===== src/hdl/jhw_pkg.sv =====
// Shared types, constants and helpers for the JPEG header walker.
`default_nettype none
package jhw_pkg;

    localparam int MAX_FRAME_BYTES = 1048576;
    localparam int MAX_SEG_LEN     = 65536;

    localparam int DATA_W = 8;
    localparam int CFG_W  = 21;
    localparam int HDR_W  = 21;
    localparam int PAY_W  = 21;
    localparam int DIM_W  = 8;

    localparam int POS_W  = $clog2(MAX_FRAME_BYTES + 1);
    localparam int HE_W   = $clog2(MAX_FRAME_BYTES + MAX_SEG_LEN);
    localparam int CMP_W  = (POS_W > CFG_W) ? POS_W : CFG_W;
    localparam int SEG_W  = 4;

    localparam logic [CFG_W-1:0] MAX_PAYLOAD_RST = CFG_W'(1048576);

    localparam int APB_AW = 3;
    localparam int APB_DW = 32;
    localparam logic [APB_AW-3:0] REG_MAX_PAYLOAD = '0;

    localparam logic [7:0] MARK_FF   = 8'hFF;
    localparam logic [7:0] MARK_SOI  = 8'hD8;
    localparam logic [7:0] MARK_APP0 = 8'hE0;
    localparam logic [7:0] MARK_SOF0 = 8'hC0;

    localparam logic [SEG_W-1:0] SEG_IDLE   = SEG_W'(0);
    localparam logic [SEG_W-1:0] SEG_ARMED  = SEG_W'(1);
    localparam logic [SEG_W-1:0] SEG_HGT_HI = SEG_W'(5);
    localparam logic [SEG_W-1:0] SEG_HGT_LO = SEG_W'(6);
    localparam logic [SEG_W-1:0] SEG_WID_HI = SEG_W'(7);
    localparam logic [SEG_W-1:0] SEG_WID_LO = SEG_W'(8);

    typedef enum logic [3:0] {
        PH_START,
        PH_APP_HI,
        PH_APP_LO,
        PH_SKIP,
        PH_MARK2,
        PH_LEN_HI,
        PH_LEN_LO,
        PH_DONE,
        PH_BAD
    } t_phase;

    typedef struct packed {
        logic [DATA_W-1:0] data_byte;
        logic              last_byte;
    } t_byte_req;

    typedef struct packed {
        logic [HDR_W-1:0] header_bytes;
        logic [PAY_W-1:0] payload_bytes;
        logic [DIM_W-1:0] width_units;
        logic [DIM_W-1:0] height_units;
        logic             start_ok;
        logic             truncated;
        logic             overrun;
    } t_result;

    typedef struct packed {
        t_phase           phase;
        logic [HE_W-1:0]  header_end;
        logic [POS_W-1:0] frame_len;
        logic [DIM_W-1:0] width_units;
        logic [DIM_W-1:0] height_units;
    } t_snap;

    function automatic logic [7:0] start_byte(input logic [1:0] idx);
        logic [7:0] b;
        case (idx)
            2'd0: b = MARK_FF;
            2'd1: b = MARK_SOI;
            2'd2: b = MARK_FF;
            2'd3: b = MARK_APP0;
            default: b = MARK_FF;
        endcase
        return b;
    endfunction

    function automatic logic [DIM_W-1:0] dim_units(input logic [7:0] hi, input logic [7:0] lo);
        return {hi[2:0], lo[7:3]};
    endfunction

endpackage
`default_nettype wire


===== src/hdl/jhw_parse.sv =====
// Per-byte marker walk state and end-of-frame snapshot register.
`default_nettype none
module jhw_parse (
    input  wire logic              i_clk,
    input  wire logic              i_rst_n,
    input  wire logic              i_en,
    input  wire logic              i_valid,
    input  wire jhw_pkg::t_byte_req i_req,
    output logic                   o_snap_valid,
    output jhw_pkg::t_snap         o_snap
);
    import jhw_pkg::*;

    logic [POS_W-1:0] r_pos, n_pos;
    t_phase           r_phase, n_phase;
    logic [7:0]       r_len_hi, n_len_hi;
    logic [SEG_W-1:0] r_seg, n_seg;
    logic [7:0]       r_dim_hi, n_dim_hi;
    logic [DIM_W-1:0] r_width, n_width;
    logic [DIM_W-1:0] r_height, n_height;
    logic [HE_W-1:0]  r_he, n_he;
    logic             r_snap_valid, n_snap_valid;
    t_snap            r_snap, n_snap;
    logic [7:0]       b;

    assign b = i_req.data_byte;

    always_comb begin
        n_pos        = r_pos;
        n_phase      = r_phase;
        n_len_hi     = r_len_hi;
        n_seg        = r_seg;
        n_dim_hi     = r_dim_hi;
        n_width      = r_width;
        n_height     = r_height;
        n_he         = r_he;
        n_snap_valid = 1'b0;
        n_snap       = r_snap;
        if (i_valid) begin
            if (r_pos < POS_W'(MAX_FRAME_BYTES)) begin
                if (r_seg != SEG_IDLE) begin
                    n_seg = r_seg + SEG_W'(1);
                    if (n_seg == SEG_HGT_HI || n_seg == SEG_WID_HI) begin
                        n_dim_hi = b;
                    end else if (n_seg == SEG_HGT_LO) begin
                        n_height = dim_units(r_dim_hi, b);
                    end else if (n_seg == SEG_WID_LO) begin
                        n_width = dim_units(r_dim_hi, b);
                        n_seg   = SEG_IDLE;
                    end
                end
                case (r_phase)
                    PH_START: begin
                        if (b != start_byte(r_pos[1:0])) begin
                            n_phase = PH_BAD;
                        end else if (r_pos == POS_W'(3)) begin
                            n_phase = PH_APP_HI;
                        end
                    end
                    PH_APP_HI, PH_LEN_HI: begin
                        n_len_hi = b;
                        n_phase  = (r_phase == PH_APP_HI) ? PH_APP_LO : PH_LEN_LO;
                    end
                    PH_APP_LO, PH_LEN_LO: begin
                        n_he = HE_W'(r_pos) + HE_W'({r_len_hi, b}) - HE_W'(1);
                        if (r_len_hi == 8'h00 && b < 8'd2) begin
                            n_phase = PH_DONE;
                        end else begin
                            n_phase = PH_SKIP;
                        end
                    end
                    PH_SKIP: begin
                        if (HE_W'(r_pos) == r_he) begin
                            n_phase = (b != MARK_FF) ? PH_DONE : PH_MARK2;
                        end
                    end
                    PH_MARK2: begin
                        if (b == MARK_SOF0) begin
                            n_seg = SEG_ARMED;
                        end
                        n_phase = PH_LEN_HI;
                    end
                    default: begin
                    end
                endcase
                n_pos = r_pos + POS_W'(1);
            end
            if (i_req.last_byte) begin
                n_snap_valid        = 1'b1;
                n_snap.phase        = n_phase;
                n_snap.header_end   = n_he;
                n_snap.frame_len    = n_pos;
                n_snap.width_units  = n_width;
                n_snap.height_units = n_height;
                n_pos    = '0;
                n_phase  = PH_START;
                n_len_hi = '0;
                n_seg    = SEG_IDLE;
                n_dim_hi = '0;
                n_he     = '0;
            end
        end
    end

    always_ff @(posedge i_clk) begin
        if (!i_rst_n) begin
            r_pos        <= '0;
            r_phase      <= PH_START;
            r_len_hi     <= '0;
            r_seg        <= SEG_IDLE;
            r_dim_hi     <= '0;
            r_width      <= '0;
            r_height     <= '0;
            r_he         <= '0;
            r_snap_valid <= 1'b0;
        end else if (i_en) begin
            r_pos        <= n_pos;
            r_phase      <= n_phase;
            r_len_hi     <= n_len_hi;
            r_seg        <= n_seg;
            r_dim_hi     <= n_dim_hi;
            r_width      <= n_width;
            r_height     <= n_height;
            r_he         <= n_he;
            r_snap_valid <= n_snap_valid;
        end
    end

    always_ff @(posedge i_clk) begin
        if (i_en) begin
            r_snap <= n_snap;
        end
    end

    assign o_snap_valid = r_snap_valid;
    assign o_snap       = r_snap;

endmodule
`default_nettype wire


===== src/hdl/jhw_finish.sv =====
// Header and payload length resolution and result register.
`default_nettype none
module jhw_finish (
    input  wire logic                       i_clk,
    input  wire logic                       i_rst_n,
    input  wire logic                       i_en,
    input  wire logic                       i_snap_valid,
    input  wire jhw_pkg::t_snap             i_snap,
    input  wire logic [jhw_pkg::CFG_W-1:0]  i_max_payload,
    output logic                            o_valid,
    output jhw_pkg::t_result                o_res
);
    import jhw_pkg::*;

    logic             r_valid;
    t_result          r_res, n_res;
    logic [POS_W-1:0] header;
    logic [CMP_W-1:0] payload;
    logic [CMP_W-1:0] max_ext;
    logic             ok, over;

    always_comb begin
        ok     = 1'b1;
        over   = 1'b0;
        header = i_snap.frame_len;
        case (i_snap.phase)
            PH_START, PH_BAD: begin
                ok     = 1'b0;
                header = '0;
            end
            PH_DONE: begin
                if (i_snap.header_end <= HE_W'(i_snap.frame_len)) begin
                    header = POS_W'(i_snap.header_end);
                end
            end
            PH_SKIP: begin
                if (i_snap.header_end > HE_W'(i_snap.frame_len)) begin
                    over = 1'b1;
                end else begin
                    header = POS_W'(i_snap.header_end);
                end
            end
            default: begin
                over = 1'b1;
            end
        endcase
        payload = CMP_W'(i_snap.frame_len - header);
        max_ext = CMP_W'(i_max_payload);
        n_res.truncated = 1'b0;
        if (payload > max_ext) begin
            payload         = max_ext;
            n_res.truncated = 1'b1;
        end
        n_res.header_bytes  = HDR_W'(header);
        n_res.payload_bytes = PAY_W'(payload);
        n_res.width_units   = i_snap.width_units;
        n_res.height_units  = i_snap.height_units;
        n_res.start_ok      = ok;
        n_res.overrun       = over;
    end

    always_ff @(posedge i_clk) begin
        if (!i_rst_n) begin
            r_valid <= 1'b0;
        end else if (i_en) begin
            r_valid <= i_snap_valid;
        end
    end

    always_ff @(posedge i_clk) begin
        if (i_en) begin
            r_res <= n_res;
        end
    end

    assign o_valid = r_valid;
    assign o_res   = r_res;

endmodule
`default_nettype wire


===== src/hdl/jpeg_header_walker.sv =====
// Top level of the JPEG header walker: input register, config port, parse and finish stages.
//
//  channel   direction  handshake                    payload
//  byte      in         i_byte_valid / o_byte_ready  i_byte  (t_byte_req)
//  result    out        o_res_valid / i_res_ready    o_res   (t_result)
//  config    in         psel/penable/pwrite/pready   paddr, pwdata, prdata
//
// One byte is accepted per cycle unless the stages hold; a result appears once the last byte
// of a frame has passed the input register, then parse and snapshot, then the result register.
// All three stages advance together and hold while the result register is full and
// not taken; o_byte_ready is low only then.
// Synchronous active-low reset clears the walk state, dimensions and valid bits and
// sets max_payload to 1048576.
`default_nettype none
module jpeg_header_walker (
    input  wire logic                         i_clk,
    input  wire logic                         i_rst_n,
    input  wire logic                         i_byte_valid,
    output logic                              o_byte_ready,
    input  wire jhw_pkg::t_byte_req           i_byte,
    output logic                              o_res_valid,
    input  wire logic                         i_res_ready,
    output jhw_pkg::t_result                  o_res,
    input  wire logic                         psel,
    input  wire logic                         penable,
    input  wire logic                         pwrite,
    input  wire logic [jhw_pkg::APB_AW-1:0]   paddr,
    input  wire logic [jhw_pkg::APB_DW-1:0]   pwdata,
    output logic [jhw_pkg::APB_DW-1:0]        prdata,
    output logic                              pready
);
    import jhw_pkg::*;

    logic             en;
    logic             r_in_valid;
    t_byte_req        r_in;
    logic [CFG_W-1:0] r_max_payload;
    logic             snap_valid;
    t_snap            snap;
    logic             res_valid;
    logic             reg_hit;

    assign en           = !res_valid || i_res_ready;
    assign o_byte_ready = en;
    assign o_res_valid  = res_valid;

    assign pready  = 1'b1;
    assign reg_hit = (paddr[APB_AW-1:2] == REG_MAX_PAYLOAD);
    assign prdata  = reg_hit ? APB_DW'(r_max_payload) : '0;

    always_ff @(posedge i_clk) begin
        if (!i_rst_n) begin
            r_max_payload <= MAX_PAYLOAD_RST;
        end else if (psel && penable && pwrite && pready && reg_hit) begin
            r_max_payload <= pwdata[CFG_W-1:0];
        end
    end

    always_ff @(posedge i_clk) begin
        if (!i_rst_n) begin
            r_in_valid <= 1'b0;
        end else if (en) begin
            r_in_valid <= i_byte_valid;
        end
    end

    always_ff @(posedge i_clk) begin
        if (en) begin
            r_in <= i_byte;
        end
    end

    jhw_parse u_parse (
        .i_clk        (i_clk),
        .i_rst_n      (i_rst_n),
        .i_en         (en),
        .i_valid      (r_in_valid),
        .i_req        (r_in),
        .o_snap_valid (snap_valid),
        .o_snap       (snap)
    );

    jhw_finish u_finish (
        .i_clk         (i_clk),
        .i_rst_n       (i_rst_n),
        .i_en          (en),
        .i_snap_valid  (snap_valid),
        .i_snap        (snap),
        .i_max_payload (r_max_payload),
        .o_valid       (res_valid),
        .o_res         (o_res)
    );

endmodule
`default_nettype wire

===== config.mk =====
export PLATFORM = sky130hd
export DESIGN_NAME = jpeg_header_walker
export DESIGN_NICKNAME = d
export VERILOG_FILES = /design/src/hdl/jhw_pkg.sv /design/src/hdl/jhw_parse.sv /design/src/hdl/jhw_finish.sv /design/src/hdl/jpeg_header_walker.sv
export SDC_FILE = /design/constraint.sdc
export NUM_CORES = 1
export LEC_CHECK = 0
export BUFFER_PORTS_ARGS = -buffer_cell sky130_fd_sc_hd__clkbuf_2
export CORE_MARGIN = 2
export CORE_UTILIZATION = 45
export DETAILED_ROUTE_END_ITERATION = 7
export GPL_TIMING_DRIVEN = 0
export PLACE_DENSITY = 0.66
export SYNTH_ARGS = -nofsm -noshare
export SYNTH_HDL_FRONTEND = slang
export SYNTH_SLANG_ARGS = --single-unit

===== constraint.sdc =====
create_clock -name i_clk -period 5.3 [get_ports i_clk]
set_clock_uncertainty 0.1 [all_clocks]
set_input_delay 1.06 -clock i_clk [delete_from_list [all_inputs] [get_ports i_clk]]
set_output_delay 1.06 -clock i_clk [all_outputs]
set_load 0.02 [all_outputs]

# --- Yosys cells after proc, flatten, opt, wreduce, memory -nomap -nowiden ---
# Cells that the tools add are included.
word_totals:
  register_bits: 233
  latchBits: 0
  ram_bits: 0
  rom_bits: 0
  in_bits: 51
  out_inout_bits: 96
  elab_cells: 137
  mem_count: 0
classes:
  addsub: 5
  n_mul: 0
  div: 0
  magnitude_cmp: 5
  eq_ne: 21
  shifts: 0
  muxes: 53
  bitwise: 1
  reduce_logical: 26
ops:
  columns: ["op", "count"]
  rows:
  - ["$mux W21", 9]
  - ["$mux W8", 15]
  - ["$pmux W21 S3", 1]
  - ["$mux W4", 13]
  - ["$gt A21 B21 Y1", 2]
  - ["$eq A4 B3 Y1 const B", 7]
  - ["$pmux W8 S3", 1]
  - ["$add A21 B1 Y21 const B", 1]
  - ["$add A21 B16 Y21", 1]
  - ["$eq A21 B2 Y1 const B", 1]
  - ["$eq A21 B21 Y1", 1]
  - ["$le A21 B21 Y1", 1]
  - ["$lt A21 B21 Y1 const B", 1]
  - ["$sub A21 B1 Y21 const B", 1]
  - ["$sub A21 B21 Y21", 1]
  - ["$pmux W4 S5", 1]
  - ["$mux W3", 6]
  - ["$eq A4 B2 Y1 const B", 3]
  - ["$eq A4 B4 Y1 const B", 2]
  - ["$eq A8 B8 Y1 const B", 1]
  - ["$logic_not A4 Y1", 2]
  - ["$logic_not A8 Y1", 1]
  - ["$lt A8 B2 Y1 const B", 1]
  - ["$ne A8 B8 Y1", 1]
  - ["21 further kinds", 37]

# --- Depth between registers and ports, before layout ---
# Gate-level depths: netlist of the first run.
logic_depth:
  depth_word: 11
  depth_mapped: 29
  ltp_nobuf: 27

# --- Modules after synthesis ---
# A second synthesis of the first run with hierarchy kept.
unflattened:
  cells_unflattened: 1427
  hier_area_um2: 13840.8
modules_own_cells:
  columns: ["module", "n_inst", "cells_each", "area_per_inst_um2", "seq_area_each_um2"]
  rows:
  - ["jhw_parse", 1, 841, 7823.8, 3423.3]
  - ["jhw_finish", 1, 443, 4649.5, 1851.8]
  - ["jpeg_header_walker", 1, 143, 1367.6, 710.7]

# --- Worst setup path before layout of the first run ---
# OpenSTA, ideal clock, no wires.
synth_path:
  path_kind: "reg-to-reg"
  from: "register u_parse.r_snap, in the netlist u_parse.o_snap[57]"
  to: "register u_finish.r_res, in the netlist u_finish.o_res[22] (data pin)"
  setup_ns: 0.260
  t_arrival_ns: 5.482
  required_ns: 4.940
  path_slack_ns: -0.541
  stages_incl_launch_ff: 29
  n_path_buf: 2
  path_cell_list: "edfxtp_1 > ha_1 > nand4_1 > nor4_1 > o21ai_1 > nand3_1 > nand2_1 > and2_1 > clkbuf_1 > a21oi_1 > nor2_1 > ha_1 > fa_1 > nor2b_1 > o31a_1 > o21ai_0 > a21o_1 > a21oi_1 > nor2_1 > a211oi_1 > ha_1 > a21oi_1 > nor2_1 > a2111oi_0 > o21ai_0 > a31oi_1 > a21o_2 > buf_2 > mux2_2"
synth_lines:
  columns: ["item", "line", "text"]
  rows:
  - ["from (decl)", "jhw_parse.sv:23", "t_snap r_snap, n_snap;"]
  - ["from (signal assigned)", "jhw_parse.sv:131", "r_snap <= n_snap;"]
  - ["to (signal assigned)", "jhw_finish.sv:72", "r_res <= n_res;"]
  - ["to (decl)", "jhw_finish.sv:16", "t_result r_res, n_res;"]

==> results of run 1 <==
==> stage by stage <==
| stage | worst slack (ns) | power [uW] | instance area (um^2) | instances |
|---|---|---|---|---|
| 6_report | -1.022 | 4862 | 16620 | 2043 |
| 5_1_grt | -1.210 | 5032 | 16620 | 2043 |
| 4_1_cts | -0.9524 | 4810 | 16240 | 2026 |
| 3_5_place_dp | -1.526 | 2840 | 14860 | 1945 |
| 3_3_place_gp | -1.469 | 2825 | 14810 | 1943 |
| 2_1_floorplan | -0.08921 | 2617 | 13720 | 1432 |
==> per-layer routing <==
layer,share of wire (%),vias to the layer above,wire length [um]
met5,0,-,0
met4,3.7,0,1369
met3,5.7,95,2121
met2,48,387,17750
met1,43,5226,15850
li1,-,5422,-
==> cell families (layout without fill, tap and decap cells) <==
group,after synthesis,count (layout),share of synthesized area [%]
muxes,41,41,3.395
DFF,233,233,44.13
buffers and inverters,211,432,6.282
AOI/OAI and AO/OA,306,306,14.81
xor gates and xnor gates,69,69,4.455
other,2,12,0.05537
adders and majority gates,113,113,10.53
and+or+nand+nor,447,447,16.34
==> power breakdown <==
group	total [uW]	switching, uW	leakage, uW	internal, uW
Sequential	2060	45.6	0.00210	2020
Clock	1900	779	0.000438	1120
Combinational	898	502	0.00435	396
==> how the worst min path moves through the flow <==
stage / start / endpoint / cells after the start
2_1_floorplan: u_parse.o_snap[7] / u_finish.o_res[10] / 0
3_3_place_gp: u_parse.o_snap[2] / u_finish.o_res[5] / 0
3_5_place_dp: u_parse.o_snap[1] / u_finish.o_res[4] / 0
4_1_cts: u_parse.o_snap[5] / u_finish.o_res[8] / 0
5_1_grt: u_parse.o_snap[5] / u_finish.o_res[8] / 0
6_report: u_parse.o_snap[5] / u_finish.o_res[8] / 0
==> layout make-up <==
class	instances	area (um^2)	area share, %
Multi-Input combinational cell	988	7248	43.60
Sequential cell	233	5986	36.01
Timing Repair Buffer	172	1082	6.510
Clock buffer	35	725.7	4.365
Inverter	142	535.5	3.221
Tap cell	390	488.0	2.935
Buffer	68	380.4	2.288
Clock inverter	15	178.9	1.076
==> worst max-delay path, delay by kind of cell, from the launching register on <==
kind            cells  cell delay (ns)
xor+xnor            1             0.18
simple gates        9             1.31
flops               1             0.44
buf+inv             6             1.02
compound gates      8             1.70
fa+ha+maj           4             1.01
mux                 1             0.29
==> state kept, by name, indices dropped and copies added (netlist names) <==
name / cells
u_parse.r_len_hi: 8
r_in_valid: 1
u_parse.r_width: 8
u_finish.o_res: 61
u_parse.r_pos: 21
r_max_payload: 21
u_finish.o_valid: 1
u_parse.o_snap: 62
u_parse.o_snap_valid: 1
u_parse.r_dim_hi: 3
u_parse.r_he: 21
r_in: 9
u_parse.r_phase: 4
u_parse.r_seg: 4
u_parse.r_height: 8
==> repair_timing <==
item                       CTS  global route
resized for setup           46            48
pin swaps                   23            35
setup buffers               31            17
setup endpoints to repair   22            22
cloned                       1             1
==> cells in the final DEF, fill, tap and decap left out, types with 26 or more instances in the layout <==
master,instances
nor2b_1,48
nor3_1,27
nand2_1,134
ha_1,100
clkbuf_1,48
nor2_1,108
xnor2_1,42
a21oi_1,61
o21ai_0,46
clkbuf_2,122
xor2_1,27
buf_4,55
a22oi_1,40
clkbuf_16,30
inv_1,135
mux2_2,26
edfxtp_1,132
a21boi_0,26
dfxtp_1,101
==> run_results.csv, run 1 <==
group,metric,value,unit
run_status,status,"finished, violations left",
run_status,failed_checks,"design-rule violations, negative setup slack",
floorplan,die_w,177.6,um
drt,dr.pass1.iters,8,
global_route,antenna_found_initial,0,
setup_path,worstSetupPathType,"flop to flop",
setup_path,rrSetupSlack,-1.02,ns
floorplan,die_area,31550,um^2
setup_path,crit_path_frequent_cell,"buf_4",
logic_synthesis,synth_common_cells,"inv_1 (142), nand2_1 (136), edfxtp_1 (132)",
drt,antenna_left,0,
logic_synthesis,synth_top_cells_by_area,"edfxtp_1 (29%), dfxtp_1 (15%), ha_1 (10%)",
clock_tree,ctsRootBufferMaster,"clkbuf_16",
timing,setup_slack,-1.022,ns
floorplan,num_rows,63,
floorplan,start_util,45.77,%
setup_path,crit_arrival,6.52,ns
clock_tree,clk_latency,0.57,ns
setup_path,cp.required,5.50,ns
clock_tree,cts_hold_buf,0,
logic_synthesis,ys_seq_elements,233,
logic_synthesis,synth_seq_area_share,44.13,%
drt,vias,11130,
setup_path,r2r_cells,29,
logic_synthesis,synth_top_area_share,29.22,%
timing,worst_slew_pin_slew,1.005,ns
cells_and_area,n_fill_cell,2591,
pwr,powerDensity,292.4,nW/um^2
placed_design,gp_congestion,0.9330,
global_route,busiest_layer,"met2",
cells_and_area,nets,1796,
global_route,grt.overflow.total,0,
pwr,p_leak,0.006880,uW
setup_path,critPathCapture,"u_finish.o_res[24]",
global_route,grt_max_degree,47,
logic_synthesis,synth_cell_types,74,
timing,finalSetupViolCount,22,
drt,vias_per_cell,5.448,
floorplan,dieHeight,177.6,um
global_route,grt_use_met3,2.935,%
timing,maxSlewHeadroom,32.47,%
logic_synthesis,synth_cells,1422,
logic_synthesis,yosysWarnings,0,
timing,max_freq,0.1582,GHz
logic_synthesis,ys.flop_type,"edfxtp_1",
logic_synthesis,synth_edf_count,132,
global_route,grt_pass1_wl,56040,um
worst_hold_path,min_path_type,"flop to flop",
setup_path,slowest_delay,0.44,ns
timing,min_period_over_period,119.3,%
setup_path,start_kind,"flop",
timing,hold_viol,0,
timing,slew_viol_final,0,
cells_and_area,antenna_cells,0,
drt,drt_wl_total,37090,um
drt,wl_per_cell,18.15,um
timing,holdWs,0.3166,ns
placed_design,dp_hpwl,27680,um
global_route,gr-usage-met1,28.57,%
clock_tree,clk_pin_slew_worst_paths,0.06,ns
clock_tree,numCtsBuffers,27,
setup_path,endpoint_kind,"flop",
setup_path,cp_max_fo,5,
pwr,vdd_drop_max,0.2373,mV
drt,drcViolationCount,4,
logic_synthesis,async_flop_share,0,%
cells_and_area,area_delta_synth_final,22.56,%
cells_and_area,layout-drive-gt1-share,21.84,%
placed_design,portBuffers,121,
global_route,grt_pass1_vias,10793,
setup_path,cp_slowest_cell,"edfxtp_1",
logic_synthesis,syn-cell-area,13560,um^2
cells_and_area,fin_util,56.09,%
floorplan,core_area,29640,um^2
global_route,use_met2,39.28,%
floorplan,ios,147,
logic_synthesis,synth_area_per_cell,9.539,um^2
clock_tree,cts_buffer_depth,3,
clock_tree,clock_sinks,233,
logic_synthesis,yosysTopAreaCell,"edfxtp_1",
timing,rsz0062_at_grt,"yes",
timing,fin_crit,6.322,ns
setup_path,r2r-start,"u_parse.o_snap[51]",
run,maxCapViolations,0,
setup_path,crit_path_start,"u_parse.o_snap[51]",
clock_tree,htreeDepth,1,
setup_path,r2r_end,"u_finish.o_res[24]",
logic_synthesis,synth_most_common_cell,"inv_1",
timing,tns,-21.10,ns
global_route,track_usage,22.71,%
clock_tree,tritoncts,"yes",
drt,drt_iter0_drc,714,
(Power assumes the default switching activity.)
==> run 2: changes to the inputs <==
- ABC_AREA: unset -> 1
==> run_results.csv, run 2 <==
group,metric,value,unit
run_status,status,"finished clean",
clock_tree,clk_pin_slew_worst_paths,0.06,ns
global_route,gr-usage-met1,29.55,%
setup_path,crit_arrival,5.43,ns
logic_synthesis,ys_seq_elements,233,
cells_and_area,nets,2101,
global_route,busiest_layer,"met2",
floorplan,die_w,179.9,um
drt,dr.pass1.iters,6,
clock_tree,ctsRootBufferMaster,"clkbuf_16",
global_route,grt_use_met3,2.998,%
floorplan,core_area,30510,um^2
drt,vias_per_cell,5.119,
floorplan,die_area,32360,um^2
logic_synthesis,async_flop_share,0,%
logic_synthesis,synth_most_common_cell,"nand2_1",
setup_path,slowest_delay,0.41,ns
setup_path,start_kind,"flop",
setup_path,worstSetupPathType,"flop to flop",
cells_and_area,most-common-layout-cells,"nand2_1 (313), inv_1 (223), nor2_1 (143), edfxtp_1 (132), a21oi_1 (131)",
timing,rsz0062_at_grt,"yes",
logic_synthesis,yosysTopAreaCell,"edfxtp_1",
timing,hold_viol,0,
logic_synthesis,synth_top_cells_by_area,"edfxtp_1 (28%), dfxtp_1 (15%), ha_1 (10%)",
clock_tree,numCtsBuffers,26,
clock_tree,tritoncts,"yes",
drt,drt_iter0_drc,809,
global_route,grt.overflow.total,0,
drt,drcViolationCount,0,
setup_path,cp_slowest_cell,"edfxtp_1",
floorplan,ios,147,
floorplan,num_rows,64,
worst_hold_path,min_path_type,"flop to flop",
pwr,p_leak,0.007563,uW
timing,fin_crit,5.224,ns
pwr,powerDensity,299.8,nW/um^2
run,maxCapViolations,0,
logic_synthesis,synth_cell_types,56,
logic_synthesis,synth_common_cells,"nand2_1 (338), inv_1 (240), nor2_1 (151)",
global_route,track_usage,22.44,%
logic_synthesis,yosysWarnings,0,
global_route,use_met2,39.11,%
cells_and_area,seq_area,5986,um^2
global_route,antenna_found_initial,0,
logic_synthesis,synth_top_area_share,28.47,%
placed_design,gp_congestion,0.9195,
placed_design,dp_hpwl,28870,um
drt,antenna_left,0,
placed_design,portBuffers,121,
timing,maxSlewHeadroom,37.68,%
clock_tree,clock_sinks,233,
logic_synthesis,synth_cells,1715,
floorplan,dieHeight,179.9,um
floorplan,start_util,45.63,%
logic_synthesis,synth_edf_count,132,
global_route,grt_pass1_wl,58900,um
timing,max_freq,0.1914,GHz
timing,finalSetupViolCount,0,
cells_and_area,multi_input_area,7320,um^2
cells_and_area,area_delta_synth_final,23.47,%
global_route,grt_pass1_vias,11233,
cells_and_area,final_common_cell,"nand2_1",
setup_path,endpoint_kind,"flop",
placed_design,numPlacedInstances,2243,
cells_and_area,n_fill_cell,2729,
timing,slew_viol_final,0,
cells_and_area,largest_reg_flops,62,
setup_path,crit_path_frequent_cell,"nand3_2",
logic_synthesis,synth_seq_area_share,43.00,%
setup_path,cp_max_fo,8,
cells_and_area,antenna_cells,0,
timing,min_period_over_period,98.58,%
cells_and_area,stdcell_count,2353,
logic_synthesis,syn-cell-area,13920,um^2
timing,tns,0,ns
clock_tree,clk_latency,0.57,ns
timing,worst_slew_pin_slew,0.9348,ns
drt,vias,12045,
drt,wl_per_cell,16.14,um
drt,drt_wl_total,37970,um
global_route,grt_max_degree,74,
cells_and_area,layout-drive-gt1-share,21.51,%
clock_tree,cts_buffer_depth,3,
clock_tree,htreeDepth,1,
logic_synthesis,synth_area_per_cell,8.117,um^2
setup_path,cp.required,5.50,ns
logic_synthesis,ys.flop_type,"edfxtp_1",
pwr,vdd_drop_max,0.2436,mV
## run 2: changes by cell type after synthesis, sizes merged, moves of 18 or more
| cell | delta |
|---|---|
| a21o | -18 |
| nand3 | +39 |
| mux2 | -37 |
| a21boi | -22 |
| nand2 | +207 |
| inv | +114 |
| o21ai | +66 |
| nor2b | -49 |
| nor2 | +43 |
| a22oi | -45 |
| a21oi | +78 |
## run 2: where the power goes
group | total [uW] | switching, uW | internal [uW]
Sequential | 2100 | 49.0 | 2050
Clock | 1880 | 797 | 1080
Combinational | 1170 | 708 | 463
Total | 5150 | 1550 | 3600
## run 2: critical path: cells and delay by family (launching register included)
family	cells	cell delay, ns
buffers and inverters	7	0.79
adders and majority gates	3	0.80
DFF	1	0.41
AOI/OAI and AO/OA	6	1.09
and+or+nand+nor	17	1.78
## run 2: per-stage QoR
stage	hold slack, ns	cell area, um^2	worst slack, ns	util, %	power (uW)
after floorplan	0.3003	13970	0.3932	-	2756
after global placement	0.3019	15070	-1.422	49.38	3022
after detailed placement	0.3057	15090	-0.9073	49.46	3035
after CTS	0.3188	16430	0.003046	53.86	4987
after global routing	0.3231	17190	-0.1568	56.34	5374
final	0.3190	17190	0.07550	56.34	5153
## run 2: cell type report
cell class              instances  share of cell area [%]
multi-input cells            1171                   42.59
well taps                     396                   2.883
clock buffers                  27                   3.865
plain buffers                  61                   2.046
repair inverters                1                 0.03640
clock inverters                21                   1.398
inverters                     260                   5.758
flip-flops and latches        233                   34.83
repair buffers                183                   6.603
## run 2: what timing repair did
item,CTS,global route
buffers inserted,25,34
hold buffers,0,0
gates resized for setup,57,117
cloned,0,3
endpoints found under the setup margin,22,22
pin swaps,15,40
## run 2: cell families after synthesis
group	after synthesis	share of synthesized area, %
and+or+nand+nor	636	19.62
AOI/OAI and AO/OA	344	13.62
buffers and inverters	321	9.240
DFF	233	43.00
adders and majority gates	113	10.26
xor gates and xnor gates	66	4.206
other	2	0.05395
## run 2: per-layer routing
| metal | vias up | wire length [um] |
|---|---|---|
| li1 | 6092 | - |
| met1 | 5551 | 16640 |
| met2 | 356 | 18410 |
| met3 | 46 | 2183 |
| met4 | 0 | 738 |
| met5 | - | 0 |
## run 2: final timing paths
kind / startpoint / to / slack, ns / cells past startpoint
setup / recovery: u_parse.o_snap[18] / u_finish.o_res[20] / 0.08 / 33
hold / removal: u_parse.o_snap[12] / u_finish.o_res[15] / 0.32 / 0
setup reg to reg: u_parse.o_snap[18] / u_finish.o_res[20] / 0.08 / 33
hold reg to reg: u_parse.o_snap[12] / u_finish.o_res[15] / 0.32 / 0
==> run 3: changes to the inputs <==
- PLACE_DENSITY: 0.66 -> 0.74
==> run_results.csv, run 3 (synthesis gave the netlist of run 2 again) <==
group,metric,value,unit
timing,hold_viol,0,
placed_design,gp_congestion,0.9239,
setup_path,slowest_delay,0.42,ns
worst_hold_path,min_path_type,"flop to flop",
cells_and_area,most-common-layout-cells,"nand2_1 (306), inv_1 (222), nor2_1 (142), a21oi_1 (132), edfxtp_1 (132)",
floorplan,core_area,30510,um^2
drt,dr.pass1.iters,6,
run_status,status,"finished clean",
global_route,grt.overflow.total,0,
floorplan,dieHeight,179.9,um
floorplan,start_util,45.63,%
timing,worst_slew_pin_slew,0.9394,ns
cells_and_area,final_common_cell,"nand2_1",
clock_tree,tritoncts,"yes",
clock_tree,htreeDepth,1,
global_route,grt_max_degree,74,
global_route,grt_use_met3,2.917,%
drt,drt_wl_total,37650,um
timing,fin_crit,5.261,ns
drt,vias_per_cell,5.214,
pwr,vdd_drop_max,0.2047,mV
placed_design,dp_hpwl,27950,um
floorplan,ios,147,
global_route,use_met2,36.72,%
placed_design,portBuffers,121,
pwr,p_leak,0.007617,uW
drt,antenna_left,0,
clock_tree,cts_buffer_depth,3,
clock_tree,clock_sinks,233,
floorplan,num_rows,64,
floorplan,die_w,179.9,um
cells_and_area,largest_reg_flops,62,
timing,setup_slack,0.03909,ns
timing,finalSetupViolCount,0,
timing,slew_viol_final,0,
setup_path,cp.required,5.48,ns
setup_path,cp_slowest_cell,"edfxtp_1",
setup_path,crit_arrival,5.44,ns
timing,min_period_over_period,99.26,%
clock_tree,numCtsBuffers,26,
clock_tree,clk_latency,0.53,ns
pwr,powerDensity,299.6,nW/um^2
drt,vias,12311,
floorplan,die_area,32360,um^2
timing,rsz0062_at_grt,"yes",
drt,drcViolationCount,0,
global_route,track_usage,21.48,%
global_route,gr-usage-met1,27.63,%
timing,max_freq,0.1901,GHz
run,maxCapViolations,0,
global_route,busiest_layer,"met2",
global_route,antenna_found_initial,1,
setup_path,endpoint_kind,"flop",
setup_path,start_kind,"flop",
cells_and_area,area_delta_synth_final,24.12,%
cells_and_area,stdcell_count,2361,
setup_path,worstSetupPathType,"flop to flop",
setup_path,cp_max_fo,10,
timing,maxSlewHeadroom,37.37,%
clock_tree,ctsRootBufferMaster,"clkbuf_16",
placed_design,numPlacedInstances,2243,
global_route,grt_pass1_vias,11491,
global_route,grt_pass1_wl,57120,um
placed_design,place_ws,-0.7983,ns
drt,wl_per_cell,15.95,um
cells_and_area,nets,2108,
setup_path,crit_path_frequent_cell,"buf_4",
drt,drt_iter0_drc,945,
cells_and_area,layout-drive-gt1-share,22.25,%
clock_tree,clk_pin_slew_worst_paths,0.06,ns
pwr,power,5177,uW
[run 3: changes by cell type in the layout (fill, tap and decap cells not counted), moves of 4 or more]
cell	previous run	this run
buf_4	70	79
nand2_1	313	306
clkbuf_8	1	7
clkbuf_1	31	36
ha_1	90	85
nand2_4	4	9
o21ai_2	5	10
clkinvlp_4	5	1
ha_2	1	5
[run 3: critical path: cells and delay by family, from the launching register on]
family,cells,cell delay [ns]
buf+inv,17,1.97
simple gates,12,1.22
compound gates,4,0.74
fa+ha+maj,2,0.58
flops,1,0.42
[run 3: through the flow]
step	util (%)	hold WS, ns	setup TNS, ns	instance area, um^2
floorplan	-	0.3003	0	13970
global placement	49.38	0.3039	-94.79	15070
detailed placement	49.46	0.3045	-15.21	15090
CTS	53.58	0.3100	-0.007580	16350
global route	56.63	0.3122	-2.507	17280
finish	56.64	0.3105	0	17280
[run 3: power by group]
part | switching [uW] | internal, uW | leakage [uW]
clock network | 735 | 1140 | 0.000447
registers | 50.0 | 2060 | 0.00209
logic | 734 | 467 | 0.00508
total | 1520 | 3660 | 0.00762
[run 3: path summary, 6_finish.rpt]
| check | start | end | slack [ns] | cells after the start |
|---|---|---|---|---|
| hold / removal | u_parse.o_snap[3] | u_finish.o_res[6] | 0.31 | 0 |
| setup reg to reg | u_parse.o_snap[31] | u_finish.o_res[36] | 0.04 | 35 |
| setup / recovery | u_parse.o_snap[31] | u_finish.o_res[36] | 0.04 | 35 |
| hold reg to reg | u_parse.o_snap[3] | u_finish.o_res[6] | 0.31 | 0 |
[run 3: per-layer routing]
metal | wire length, um | up-vias
met2 | 18140 | 452
met4 | 1411 | 0
met3 | 2347 | 81
li1 | - | 6119
met1 | 15750 | 5659
met5 | 0 | -
[run 3: area by class of cell]
| cell class | instances | area [um^2] |
|---|---|---|
| clock inverter | 11 | 148.9 |
| sequential | 233 | 5986 |
| buffer | 61 | 344.1 |
| antenna | 1 | 2.502 |
| clock buffer | 37 | 752.0 |
| tap | 396 | 495.5 |
| inverter | 260 | 989.7 |
| fill | 2676 | 13230 |
| multi-input combinational | 1171 | 7395 |
| timing repair buffer | 191 | 1166 |
[run 3: timing repair]
action / 4_1_cts / 5_1_grt
setup endpoints to repair: 22 / 22
hold buffers: 0 / 0
resized for setup: 48 / 152
pin swaps: 14 / 40
buffers inserted: 25 / 45
cloned: 0 / 2
